--- config.mk ---
export PLATFORM = sky130hd
export DESIGN_NAME = pce_cell
export DESIGN_NICKNAME = d
export VERILOG_FILES = /design/src/rtl/pce_pkg.sv /design/src/rtl/pce_cell.sv
export SDC_FILE = /design/constraint.sdc
export NUM_CORES = 1
export LEC_CHECK = 0
export ABC_AREA = 1
export BUFFER_PORTS_ARGS = -buffer_cell sky130_fd_sc_hd__buf_2
export CORE_MARGIN = 10
export CORE_UTILIZATION = 25
export DETAILED_ROUTE_END_ITERATION = 6
export PLACE_DENSITY = 0.5
export SLEW_MARGIN = 25
export SYNTH_ARGS = -nofsm -noshare
export SYNTH_HDL_FRONTEND = slang
export SYNTH_SLANG_ARGS = --single-unit
--- constraint.sdc ---
create_clock -name clk -period 4.2 [get_ports clk]
set_clock_uncertainty 0.05 [all_clocks]
set_input_delay 0.42 -clock clk [delete_from_list [all_inputs] [get_ports clk]]
set_output_delay 0.42 -clock clk [all_outputs]
set_load 0.02 [all_outputs]
--- src/rtl/pce_pkg.sv ---
// Shared types and constants for the priority cache eviction block.
package pce_pkg;

    localparam int unsigned ENTRIES_DEF = 32;
    localparam int unsigned SLOT_W      = 6;
    localparam int unsigned KEY_W       = 32;
    localparam int unsigned SIZE_W      = 24;
    localparam int unsigned PRIO_W      = 16;
    localparam logic [PRIO_W-1:0] PRIO_MAX = '1;

    localparam logic [2:0] KIND_HIT   = 3'd0;
    localparam logic [2:0] KIND_INS   = 3'd1;
    localparam logic [2:0] KIND_EVICT = 3'd2;
    localparam logic [2:0] KIND_NOROOM = 3'd3;
    localparam logic [2:0] KIND_FLUSH = 3'd4;

    localparam logic REG_BUDGET = 1'b0;
    localparam logic REG_LIMIT  = 1'b1;

    typedef enum logic [1:0] {
        OP_NONE,
        OP_EVICT,
        OP_HIT,
        OP_INSERT
    } cell_op_t;

    // Command broadcast to every cell
    typedef struct packed {
        cell_op_t            op;
        logic [SLOT_W-1:0]   slot;
        logic [PRIO_W-1:0]   minp;
        logic [KEY_W-1:0]    key;
        logic [SIZE_W-1:0]   size;
        logic [PRIO_W-1:0]   prio;
    } cell_cmd_t;

    // Scan record handed from cell to cell
    typedef struct packed {
        logic [PRIO_W-1:0]   minp;
        logic [SLOT_W-1:0]   sel;
        logic [KEY_W-1:0]    sel_key;
        logic [SIZE_W-1:0]   sel_size;
        logic [PRIO_W-1:0]   maxp;
        logic                mfound;
        logic [SLOT_W-1:0]   mslot;
        logic [SIZE_W-1:0]   msize;
        logic [KEY_W-1:0]    lkey;
        logic [SIZE_W-1:0]   lsize;
        logic [PRIO_W-1:0]   lprio;
    } scan_t;

endpackage

--- src/rtl/pce_cell.sv ---
// One cache slot: holds key, size and priority and forwards the scan record.
module pce_cell
    import pce_pkg::*;
#(
    parameter int unsigned IDX = 0
)
(
    input  logic              clk,
    input  scan_t             wave_in,
    output scan_t             wave_out,
    input  logic [KEY_W-1:0]  req_key,
    input  logic [SLOT_W-1:0] count,
    input  cell_cmd_t         cmd
);

    localparam logic [SLOT_W-1:0] MY = SLOT_W'(IDX);

    logic [KEY_W-1:0]  key_reg;
    logic [SIZE_W-1:0] size_reg;
    logic [PRIO_W-1:0] prio_reg;
    scan_t             wave_reg;
    scan_t             wave_next;
    logic              live;

    assign live = MY < count;

    always_comb
    begin
        wave_next = wave_in;
        if (live)
        begin
            // <= keeps the last slot holding the minimum
            if (prio_reg <= wave_in.minp)
            begin
                wave_next.minp     = prio_reg;
                wave_next.sel      = MY;
                wave_next.sel_key  = key_reg;
                wave_next.sel_size = size_reg;
            end
            if (prio_reg > wave_in.maxp)
                wave_next.maxp = prio_reg;
            if (!wave_in.mfound && key_reg == req_key)
            begin
                wave_next.mfound = 1'b1;
                wave_next.mslot  = MY;
                wave_next.msize  = size_reg;
            end
            if (MY == count - SLOT_W'(1))
            begin
                wave_next.lkey  = key_reg;
                wave_next.lsize = size_reg;
                wave_next.lprio = prio_reg;
            end
        end
    end

    always_ff @(posedge clk)
    begin
        wave_reg <= wave_next;
        case (cmd.op)
            OP_EVICT:
            begin
                if (live)
                begin
                    if (MY == cmd.slot)
                    begin
                        key_reg  <= cmd.key;
                        size_reg <= cmd.size;
                        prio_reg <= cmd.prio - cmd.minp;
                    end
                    else
                    begin
                        prio_reg <= prio_reg - cmd.minp;
                    end
                end
            end
            OP_HIT:
            begin
                if (MY == cmd.slot && prio_reg != PRIO_MAX)
                    prio_reg <= prio_reg + PRIO_W'(1);
            end
            OP_INSERT:
            begin
                if (MY == cmd.slot)
                begin
                    key_reg  <= cmd.key;
                    size_reg <= cmd.size;
                    prio_reg <= cmd.prio;
                end
            end
            default:
            begin
            end
        endcase
    end

    assign wave_out = wave_reg;

endmodule

# --- Word level (Yosys, flattened, before mapping) ---
# Cells that the tools add are included.
classes:
  n_lt_le_gt_ge: 3
  addsub: 4
  n_reduce_logical: 9
  n_mux: 16
  n_eq_ne: 8
op_table:
  columns: ["op", "n"]
  rows:
  - ["197-bit two-way mux", 1]
  - ["16-bit two-way mux", 5]
  - ["78-bit two-way mux", 1]
  - ["72-bit two-way mux", 1]
  - ["32-bit two-way mux", 2]
  - ["32-bit case mux with 2 select lines", 1]
  - ["24-bit two-way mux", 2]
  - ["16-bit case mux with 3 select lines", 1]
  - ["24-bit case mux with 2 select lines", 1]
  - ["32-bit equality test", 1]
  - ["16-bit subtractor", 2]
  - ["31-bit two-way mux", 1]
  - ["16-bit by 1-bit adder with 16-bit output, second input constant", 1]
  - ["16-bit > comparator", 1]
  - ["16-bit <= comparator", 1]
  - ["16-bit != test, second input constant", 1]
  - ["6-bit zero test", 2]
  - ["1-bit by 6-bit < comparator with 1-bit output, first input constant", 1]
  - ["2-bit != test, second input constant", 3]
  - ["6-bit by 1-bit subtractor with 6-bit output, second input constant", 1]
  - ["2-bit equality test, second input constant", 2]
  - ["4-bit AND reduction", 1]
  - ["3-bit nonzero test", 1]
  - ["2-bit by 1-bit equality test with 1-bit output, second input constant", 1]
  - ["other kinds (4)", 5]
word_totals:
  output_inout_bits: 197
  in_bits: 332
  elab_cells: 54
  ff_bits: 269

# --- Depth between registers and ports, before layout ---
# Gate-level depths: netlist of the first run.
logic_depth:
  word_depth: 4
  mapped_depth: 17
  ltp_nobuf: 16

# --- Worst setup path before layout of the first run ---
# No wires, ideal clock.
synth_timing:
  path_type: "input to register"
  startpoint: "in cmd[89] (netlist name)"
  endpoint: "reg key_reg[0] (enable)"
  slack_ns: 0.303
  cell_stages: 5
  setup_ns: 0.471
  required_time_ns: 3.679
  t_arrival_ns: 3.376
  n_path_buf: 2
  path_cell_list: "nor2_1 > nand3_1 > clkbuf_1 > clkbuf_1 > nor2_1"
synth_lines:
  columns: ["element", "line_no", "source"]
  rows:
  - ["from (decl)", "pce_cell.sv:13", "input cell_cmd_t cmd"]
  - ["to (signal assigned)", "pce_cell.sv:67", "key_reg <= cmd.key;"]
  - ["to (signal assigned)", "pce_cell.sv:86", "key_reg <= cmd.key;"]
  - ["to (decl)", "pce_cell.sv:18", "logic [KEY_W-1:0] key_reg;"]

==> impl_metrics.csv, run 1 <==
group,metric,value,unit
run_status,status,"completed",
placement,place_area,0.01543,mm^2
pwr,ir_drop,0.0002554,V
pwr,p_int,5.220,mW
logic_synthesis,synthTopCellsByArea,"dfxtp_1 33%, nand2_1 18%, edfxtp_1 18%",
die,row_count,80,
finish,final_util,0.3716,
finish,fin_area,0.01778,mm^2
placement,dp_hpwl,47.56,mm
timing,fmax,0.3303,GHz
timing,hold_viol,0,
critical_path,arrival,3.42,ns
pwr,p_leak,9.374,nW
pwr,switching_share,0.3183,
detailed_routing,dr.pass1.iters,5,
global_routing,grt_pass1_vias,12880,
detailed_routing,drc,0,
clocking,worstSkewPairLatency,0.55,ns
logic_synthesis,synth_cell_types,36,
worst_hold_path,hp-class,"in -> reg",
critical_path,critPathMaxFanout,56,
logic_synthesis,postSynth.asyncResetShare,0,
logic_synthesis,yosys_warnings,0,
timing,slew_viol_final,0,
clocking,clkTransAtPathRegs,0.06,ns
logic_synthesis,synth_flop_cell,"dfxtp_1",
finish,area_delta_synth_final,46.73,%
logic_synthesis,synthCells,1558,
die,die_x,240.2,um
global_routing,track_usage,0.1978,
timing,rsz0062_at_grt,"no",
clocking,cts_hold_buf,121,
job,cap_viol_max_count,0,
finish,final_cell_count_no_fill,2857,
timing,final.min_clock_period,3.028,ns
timing,hold_ws,0.02264,ns
pwr,switchingPower,2.437,mW
detailed_routing,routed_via_density,4.555,
die,io-pin-count,529,
pwr,p_seq_frac,0.393,
die,start_util,0.2532,
timing,tightest_slew,1.003,ns
global_routing,antenna_found_initial,9,
critical_path,crit_type,"reg -> reg",
clocking,clk_path_buf_depth,3,
detailed_routing,routed_wl,60.41,mm
placement,place_ws,1.055,ns
detailed_routing,drt.antenna.violating_nets,0,
clocking,ctsResizeCount,0,
timing,period_share,0.7209,
timing,slew_headroom,0.3312,
clocking,cts_num_sinks,269,
detailed_routing,vias,13020,
clocking,ctsRootBufferMaster,"clkbuf_16",
pwr,combPwrFrac,0.222,
clocking,htreeDepth,2,
placement,portBuffers,528,
timing,timing.setup.tns,0,ns
logic_synthesis,synth_edf_count,72,
timing,layout_setup_ws,1.172,ns
finish,fin_nets,2588,
logic_synthesis,synth.avg_cell_area,7.777,um^2
pwr,finalPower,7.657,mW
detailed_routing,wl_per_cell,21.14,um
die,core_area,0.04785,mm^2
pwr,powerDensity,430.7,mW/mm^2
die,die_h,240.2,um
die,dieArea,0.05767,mm^2
finish,largest_register_ffs,197,
global_routing,grt_pass1_wl,84.68,mm
clocking,numCtsBuffers,36,
logic_synthesis,synth_seq_cells,269,
timing,setup_viol,0,
critical_path,crit_path_start_kind,"flip-flop",
finish,drive_gt1_frac,0.2774,
pwr,clkPwrFrac,0.385,
placement,dp.cells,2663,
logic_synthesis,synth_largest_area_cell,"dfxtp_1",
critical_path,reg2reg_slack,1.17,ns
logic_synthesis,yosysSeqAreaShare,0.5039,
critical_path,endpoint_kind,"flip-flop",
clocking,postCtsSetupRepairBufs,0,
critical_path,crit_required,4.59,ns
clocking,cts_tree,"built",
global_routing,grt-ovfl-total,0,
detailed_routing,drt_iter0_drc,1005,
logic_synthesis,synth_area,0.01212,mm^2
placement,gp_congestion,0.8995,
global_routing,grt_max_degree,79,
logic_synthesis,synth_nets,1939,
logic_synthesis,synth_top_area_frac,0.3255,
## final timing paths
check                     from             to  cells past startpoint
hold reg to reg    key_reg[14]  wave_out[157]                      2
hold / removal     wave_in[99]   wave_out[99]                      3
setup / recovery  prio_reg[13]  wave_out[186]                     10
setup reg to reg  prio_reg[13]  wave_out[186]                     10
## cell type report
cell class | count | area [um^2]
diodes | 7 | 17.52
clock buffers | 51 | 977.2
clock inverters | 15 | 145.1
fillers | 5051 | 30070
inverters | 170 | 639.4
multi-input cells | 1058 | 5085
flip-flops and latches | 269 | 6106
well taps | 615 | 769.5
repair buffers | 672 | 4039
## metal layers
layer | routed length [um] | up-vias | track usage
li1 | - | 6317 | -
met2 | 28770 | 584 | 0.3285
met4 | 1874 | 6 | 0.06959
met3 | 5149 | 96 | 0.05267
met5 | 54 | - | 0
met1 | 24560 | 6012 | 0.2424
## worst max-delay path, stage by stage, from the launching register on
cell	delay (ns)
edfxtp_1	0.51
ha_1	0.36
nand2_1	0.05
nor2_1	0.11
nor3b_2	0.22
nand4_1	0.16
nand2_4	0.34
nand2_4	0.50
buf_4	0.41
nand2_1	0.08
nand2_1	0.05
## synth_stat cells, types with 5 or more instances
cell	n
edfxtp_1	72
a21oi_1	32
nand4_1	33
inv_1	165
dfxtp_1	197
clkbuf_1	27
buf_4	9
xor2_1	6
o21ai_0	65
nor3_1	9
a21boi_0	7
buf_2	22
nand2_1	595
nand3b_1	5
nand3_1	157
o21ai_1	16
nor2_1	56
ha_1	48
## placed cells by master, fill, tap and decap left out, types with 2 or more instances in the layout
| cell type | n |
|---|---|
| a21boi_0 | 7 |
| a21o_1 | 4 |
| a21oi_1 | 32 |
| a31oi_1 | 2 |
| buf_2 | 528 |
| buf_4 | 22 |
| clkbuf_1 | 13 |
| clkbuf_16 | 36 |
| clkbuf_8 | 2 |
| clkinv_1 | 2 |
| clkinv_2 | 7 |
| clkinv_4 | 2 |
| dfxtp_1 | 197 |
| diode_2 | 7 |
| dlygate4sd3_1 | 121 |
| edfxtp_1 | 72 |
| ha_1 | 48 |
| inv_1 | 165 |
| inv_2 | 2 |
| inv_6 | 2 |
| nand2_1 | 594 |
| nand2_2 | 2 |
| nand2_4 | 3 |
| nand3_1 | 157 |
| nand3b_1 | 5 |
| nand4_1 | 33 |
| nor2_1 | 55 |
| nor2_4 | 4 |
| nor3_1 | 9 |
| o211ai_1 | 3 |
| o21ai_0 | 65 |
| o21ai_1 | 16 |
| o221ai_1 | 4 |
| xor2_1 | 6 |
## power groups by stage
| stage | logic [mW] | registers [mW] | clock network (mW) |
|---|---|---|---|
| finish | 1.70 | 3.01 | 2.95 |
| global placement | 1.62 | 3.06 | 0 |
| global route | 1.85 | 3.03 | 3.13 |
| floorplan | 0.611 | 3.32 | 0 |
| CTS | 1.71 | 3.01 | 3.02 |
| detailed placement | 1.61 | 3.06 | 0 |
## cell families (layout without fill, tap and decap cells)
logic type                 count (synthesis)  in the layout  share of synthesized area
and+or+nand+nor                          867            867                     0.2996
DFF                                      269            269                     0.5039
buffers and inverters                    231            908                    0.07848
AOI/OAI and AO/OA                        135            135                    0.06175
adders and majority gates                 49             49                    0.05122
xor gates and xnor gates                   7              7                   0.005060
other                                      0              7                          0
(Power assumes the default switching activity.)
==> run 2: changes to the inputs <==
Clock period 4.2 ns to 3.1 ns, I/O delays scaled along.
==> impl_metrics.csv, run 2 (synthesis gave the netlist of run 1 again) <==
group,metric,value,unit
die,io-pin-count,529,
clocking,clkTransAtPathRegs,0.06,ns
pwr,p_leak,10.07,nW
critical_path,endpoint_kind,"flip-flop",
finish,largest_register_ffs,197,
clocking,cts_num_sinks,269,
die,core_area,0.04785,mm^2
pwr,switching_share,0.3034,
clocking,numCtsBuffers,34,
pwr,combPwrFrac,0.225,
pwr,finalPower,10.96,mW
critical_path,cp_slowest_cell,"edfxtp_1",
critical_path,arrival,2.96,ns
finish,fin_nets,2729,
die,die_h,240.2,um
detailed_routing,dr.pass1.iters,7,
timing,slew_viol_final,0,
detailed_routing,routed_wl,62.14,mm
critical_path,max_stage_delay,0.74,ns
finish,most-common-layout-cells,"594 x nand2_1, 528 x buf_2, 248 x dlygate4sd3_1, 197 x dfxtp_1, 165 x inv_1",
die,die_x,240.2,um
critical_path,critical_path.top_delay_family,"simple AND/OR/NAND/NOR gates",
finish,drive_gt1_frac,0.2700,
pwr,p_int,7.638,mW
critical_path,crit_type,"reg -> reg",
placement,place_area,0.01556,mm^2
clocking,cts_tree,"built",
timing,slew_headroom,0.5852,
pwr,switchingPower,3.326,mW
critical_path,path_buf_inv,1,
timing,period_share,0.8855,
timing,hold_viol,0,
critical_path,crit_required,3.31,ns
global_routing,grt_max_degree,79,
pwr,ir_drop,0.0002930,V
timing,layout_setup_ws,0.3548,ns
global_routing,grt_pass1_wl,89.06,mm
pwr,p_seq_frac,0.373,
timing,fmax,0.3643,GHz
placement,dp_hpwl,47.32,mm
finish,fin_area,0.01933,mm^2
timing,rsz0062_at_grt,"no",
timing,tightest_slew,0.6207,ns
timing,final.min_clock_period,2.745,ns
global_routing,grt_pass1_vias,14030,
detailed_routing,drc,0,
detailed_routing,vias,13640,
clocking,postCtsSetupRepairBufs,0,
die,row_count,80,
detailed_routing,routed_via_density,4.561,
detailed_routing,wl_per_cell,20.78,um
detailed_routing,drt.antenna.violating_nets,0,
timing,setup_viol,0,
clocking,ctsRootBufferMaster,"clkbuf_16",
global_routing,antenna_found_initial,3,
die,start_util,0.2532,
critical_path,cp_common_cell,"nor2_1",
run_status,status,"completed",
pwr,powerDensity,567.1,mW/mm^2
finish,final_util,0.4041,
placement,place_ws,-0.04301,ns
detailed_routing,drt_iter0_drc,891,
worst_hold_path,hp-class,"in -> reg",
finish,layout_commonest_cell,"nand2_1",
critical_path,crit_path_cell_trace,"ha_1 > nand4_1 > nor2_1 > nand2_1 > nor2_1 > nand2_1 > a31oi_1 > nor2_1 > buf_4",
critical_path,critPathMaxFanout,16,
clocking,worstSkewPairLatency,0.53,ns
critical_path,crit_path_start_kind,"flip-flop",
placement,portBuffers,528,
pwr,clkPwrFrac,0.403,
job,cap_viol_max_count,0,
clocking,htreeDepth,2,
global_routing,grt-ovfl-total,0,
finish,area_delta_synth_final,59.56,%
placement,gp_congestion,0.9043,
die,dieArea,0.05767,mm^2
clocking,clk_path_buf_depth,3,
timing,timing.setup.tns,0,ns
global_routing,track_usage,0.2051,
## run 2: cell types whose count changed in the layout (fill, tap and decap cells not counted), sizes merged
cell	previous run	this run
clkinv	12	9
dlygate4sd3	121	248
clkbuf	51	46
clkinvlp	1	0
bufinv	1	5
inv	171	172
buf	551	567
diode	7	1
## run 2: stage by stage
stage / cells / hold slack [ns]
6_report: 2990 / 0.03498
5_1_grt: 2989 / 0.02470
4_1_cts: 2988 / 0.006758
3_5_place_dp: 2678 / 0.4382
3_3_place_gp: 2678 / 0.4377
2_1_floorplan: 1558 / 0.3576
## run 2: worst reg2reg max path, delay by kind of cell, from the launching register on
kind	cells	cell delay, ns
fa+ha+maj	1	0.33
buf+inv	1	0.22
flops	1	0.74
simple gates	6	0.96
compound gates	1	0.15
## run 2: layer usage
metal | global-route usage | wire, um | part of all wire | vias to the layer above
met2 | 0.3526 | 30360 | 0.49 | 578
met5 | 0 | 45 | 0.00072 | -
li1 | - | - | - | 6600
met1 | 0.2432 | 24770 | 0.40 | 6346
met4 | 0.06883 | 1904 | 0.031 | 6
met3 | 0.05393 | 5060 | 0.081 | 107
## run 2: path summary, 6_finish.rpt
kind / from / to / slack, ns / cells after the start
hold / removal: wave_in[69] / wave_out[69] / 0.03 / 3
hold reg to reg: key_reg[23] / wave_out[166] / 0.47 / 2
setup reg to reg: prio_reg[1] / prio_reg[9] / 0.35 / 9
setup / recovery: prio_reg[1] / prio_reg[9] / 0.35 / 9
## run 2: cell type report
| class | instances | area (um^2) |
|---|---|---|
| Fill cell | 4847 | 28510 |
| Tap cell | 615 | 769.5 |
| Clock inverter | 16 | 236.5 |
| Multi-Input combinational cell | 1058 | 5085 |
| Sequential cell | 269 | 6106 |
| Clock buffer | 46 | 1020 |
| Timing Repair Buffer | 815 | 5475 |
| Antenna cell | 1 | 2.502 |
| Inverter | 170 | 639.4 |
## run 2: power by group through the flow
stage	Sequential, mW	Clock, mW	Combinational (mW)
finish	4.09	4.41	2.46
global route	4.11	4.65	2.68
CTS	4.09	4.51	2.47
detailed placement	4.16	0	2.20
global placement	4.16	0	2.19
floorplan	4.50	0	0.828
## run 2: repair_timing
item | in CTS | in global routing
hold endpoints to repair | 248 | 0
gates resized for setup | 0 | 0
hold buffers | 248 | 0
==> run 3: changes to the inputs <==
Settings changed: RECOVER_POWER set to 50.
==> impl_metrics.csv, run 3 (synthesis gave the netlist of run 1 again) <==
group,metric,value,unit
placement,dp.cells,2678,
timing,layout_setup_ws,0.3504,ns
clocking,postCtsSetupRepairBufs,0,
run_status,violations,"capacitance limit",
critical_path,critPathMaxFanout,16,
finish,drive_gt1_frac,0.1845,
finish,final_util,0.3984,
timing,slew_headroom,0.01044,
placement,portBuffers,528,
detailed_routing,dr.pass1.iters,5,
detailed_routing,routed_wl,62.25,mm
pwr,p_leak,9.483,nW
pwr,ir_drop,0.0002927,V
clocking,htreeDepth,2,
timing,hold_ws,0.04414,ns
finish,layout_commonest_cell,"nand2_1",
global_routing,grt-ovfl-total,0,
clocking,clkTransAtPathRegs,0.06,ns
detailed_routing,vias,13690,
finish,most-common-layout-cells,"595 x nand2_1, 327 x buf_2, 248 x dlygate4sd3_1, 204 x clkbuf_1, 197 x dfxtp_1",
finish,largest_register_ffs,197,
detailed_routing,drt.antenna.violating_nets,0,
global_routing,grt_max_degree,79,
clocking,ctsRootBufferMaster,"clkbuf_16",
finish,area_delta_synth_final,57.30,%
die,die_x,240.2,um
critical_path,crit_required,3.32,ns
finish,final_cell_count_no_fill,2991,
timing,period_share,0.8870,
placement,dp_hpwl,47.32,mm
finish,fin_area,0.01906,mm^2
clocking,numCtsBuffers,34,
timing,tightest_slew,1.481,ns
timing,rsz0062_at_grt,"no",
placement,place_area,0.01556,mm^2
global_routing,antenna_found_initial,3,
die,io-pin-count,529,
detailed_routing,drc,0,
pwr,finalPower,10.89,mW
placement,place_ws,-0.04301,ns
detailed_routing,routed_via_density,4.576,
run_status,status,"complete, but fails checks",
timing,fmax,0.3637,GHz
timing,final.min_clock_period,2.750,ns
timing,hold_viol,0,
job,cap_viol_max_count,1,
pwr,powerDensity,571.6,mW/mm^2
placement,gp_congestion,0.9043,
die,core_area,0.04785,mm^2
die,die_h,240.2,um
global_routing,grt_pass1_wl,89.06,mm
clocking,cts_num_sinks,269,
detailed_routing,drt_iter0_drc,893,
timing,setup_viol,0,
worst_hold_path,hp-class,"in -> reg",
critical_path,endpoint_kind,"flip-flop",
timing,timing.setup.tns,0,ns
global_routing,track_usage,0.2051,
critical_path,crit_path_start_kind,"flip-flop",
critical_path,crit_type,"reg -> reg",
timing,slew_viol_final,0,
die,dieArea,0.05767,mm^2
global_routing,grt_pass1_vias,14030,
clocking,cts_tree,"built",
clocking,worstSkewPairLatency,0.54,ns
die,row_count,80,
detailed_routing,wl_per_cell,20.81,um
clocking,clk_path_buf_depth,3,
finish,fin_nets,2729,
critical_path,arrival,2.97,ns
die,start_util,0.2532,
==> run 3: cell types whose count changed in the layout (fill, tap and decap cells not counted), moves of 8 or more <==
| cell | before | now |
|---|---|---|
| clkbuf_1 | 3 | 204 |
| buf_2 | 528 | 327 |
| o21ai_1 | 16 | 8 |
| o21ai_0 | 65 | 73 |
==> run 3: layout make-up <==
| class | count | area (um^2) |
|---|---|---|
| diodes | 2 | 5.005 |
| clock buffers | 46 | 1020 |
| clock inverters | 16 | 236.5 |
| fillers | 4958 | 28790 |
| inverters | 170 | 639.4 |
| multi-input cells | 1058 | 5062 |
| flip-flops and latches | 269 | 6106 |
| well taps | 615 | 769.5 |
| repair buffers | 815 | 5221 |
==> run 3: final timing paths <==
check              start       endpoint  slack, ns  cells past startpoint
min          wave_in[69]   wave_out[69]       0.04                      3
max reg2reg  prio_reg[1]    prio_reg[9]       0.35                      9
max          prio_reg[1]    prio_reg[9]       0.35                      9
min reg2reg  key_reg[23]  wave_out[166]       0.47                      2
==> run 3: repair_timing <==
item                                   4_1_cts  5_1_grt
endpoints found under the hold margin      248        0
hold buffers                               248        0
resized for setup                            0        0
==> run 3: critical path, cell delays in order (launching register included) <==
cell and delay (ns):
edfxtp_1 0.74, ha_1 0.33, nand4_1 0.25, nor2_1 0.36
nand2_1 0.12, nor2_1 0.10, nand2_1 0.09, a31oi_1 0.15
nor2_1 0.05, buf_4 0.22
==> run 3: where the power goes <==
| part | leakage [nW] | internal [mW] | total, mW | switching (mW) |
|---|---|---|---|---|
| clock network | 0.620 | 2.75 | 4.41 | 1.66 |
| logic | 6.54 | 0.864 | 2.38 | 1.52 |
| registers | 2.32 | 3.94 | 4.10 | 0.156 |
==> run 3: routing by layer <==
metal  track usage  routed length (um)  vias to the layer above
li1              -                   -                     6602
met2        0.3526               30340                      565
met3       0.05393                5159                      105
met4       0.06883                1888                        4
met1        0.2432               24830                     6412
met5             0                  27                        -
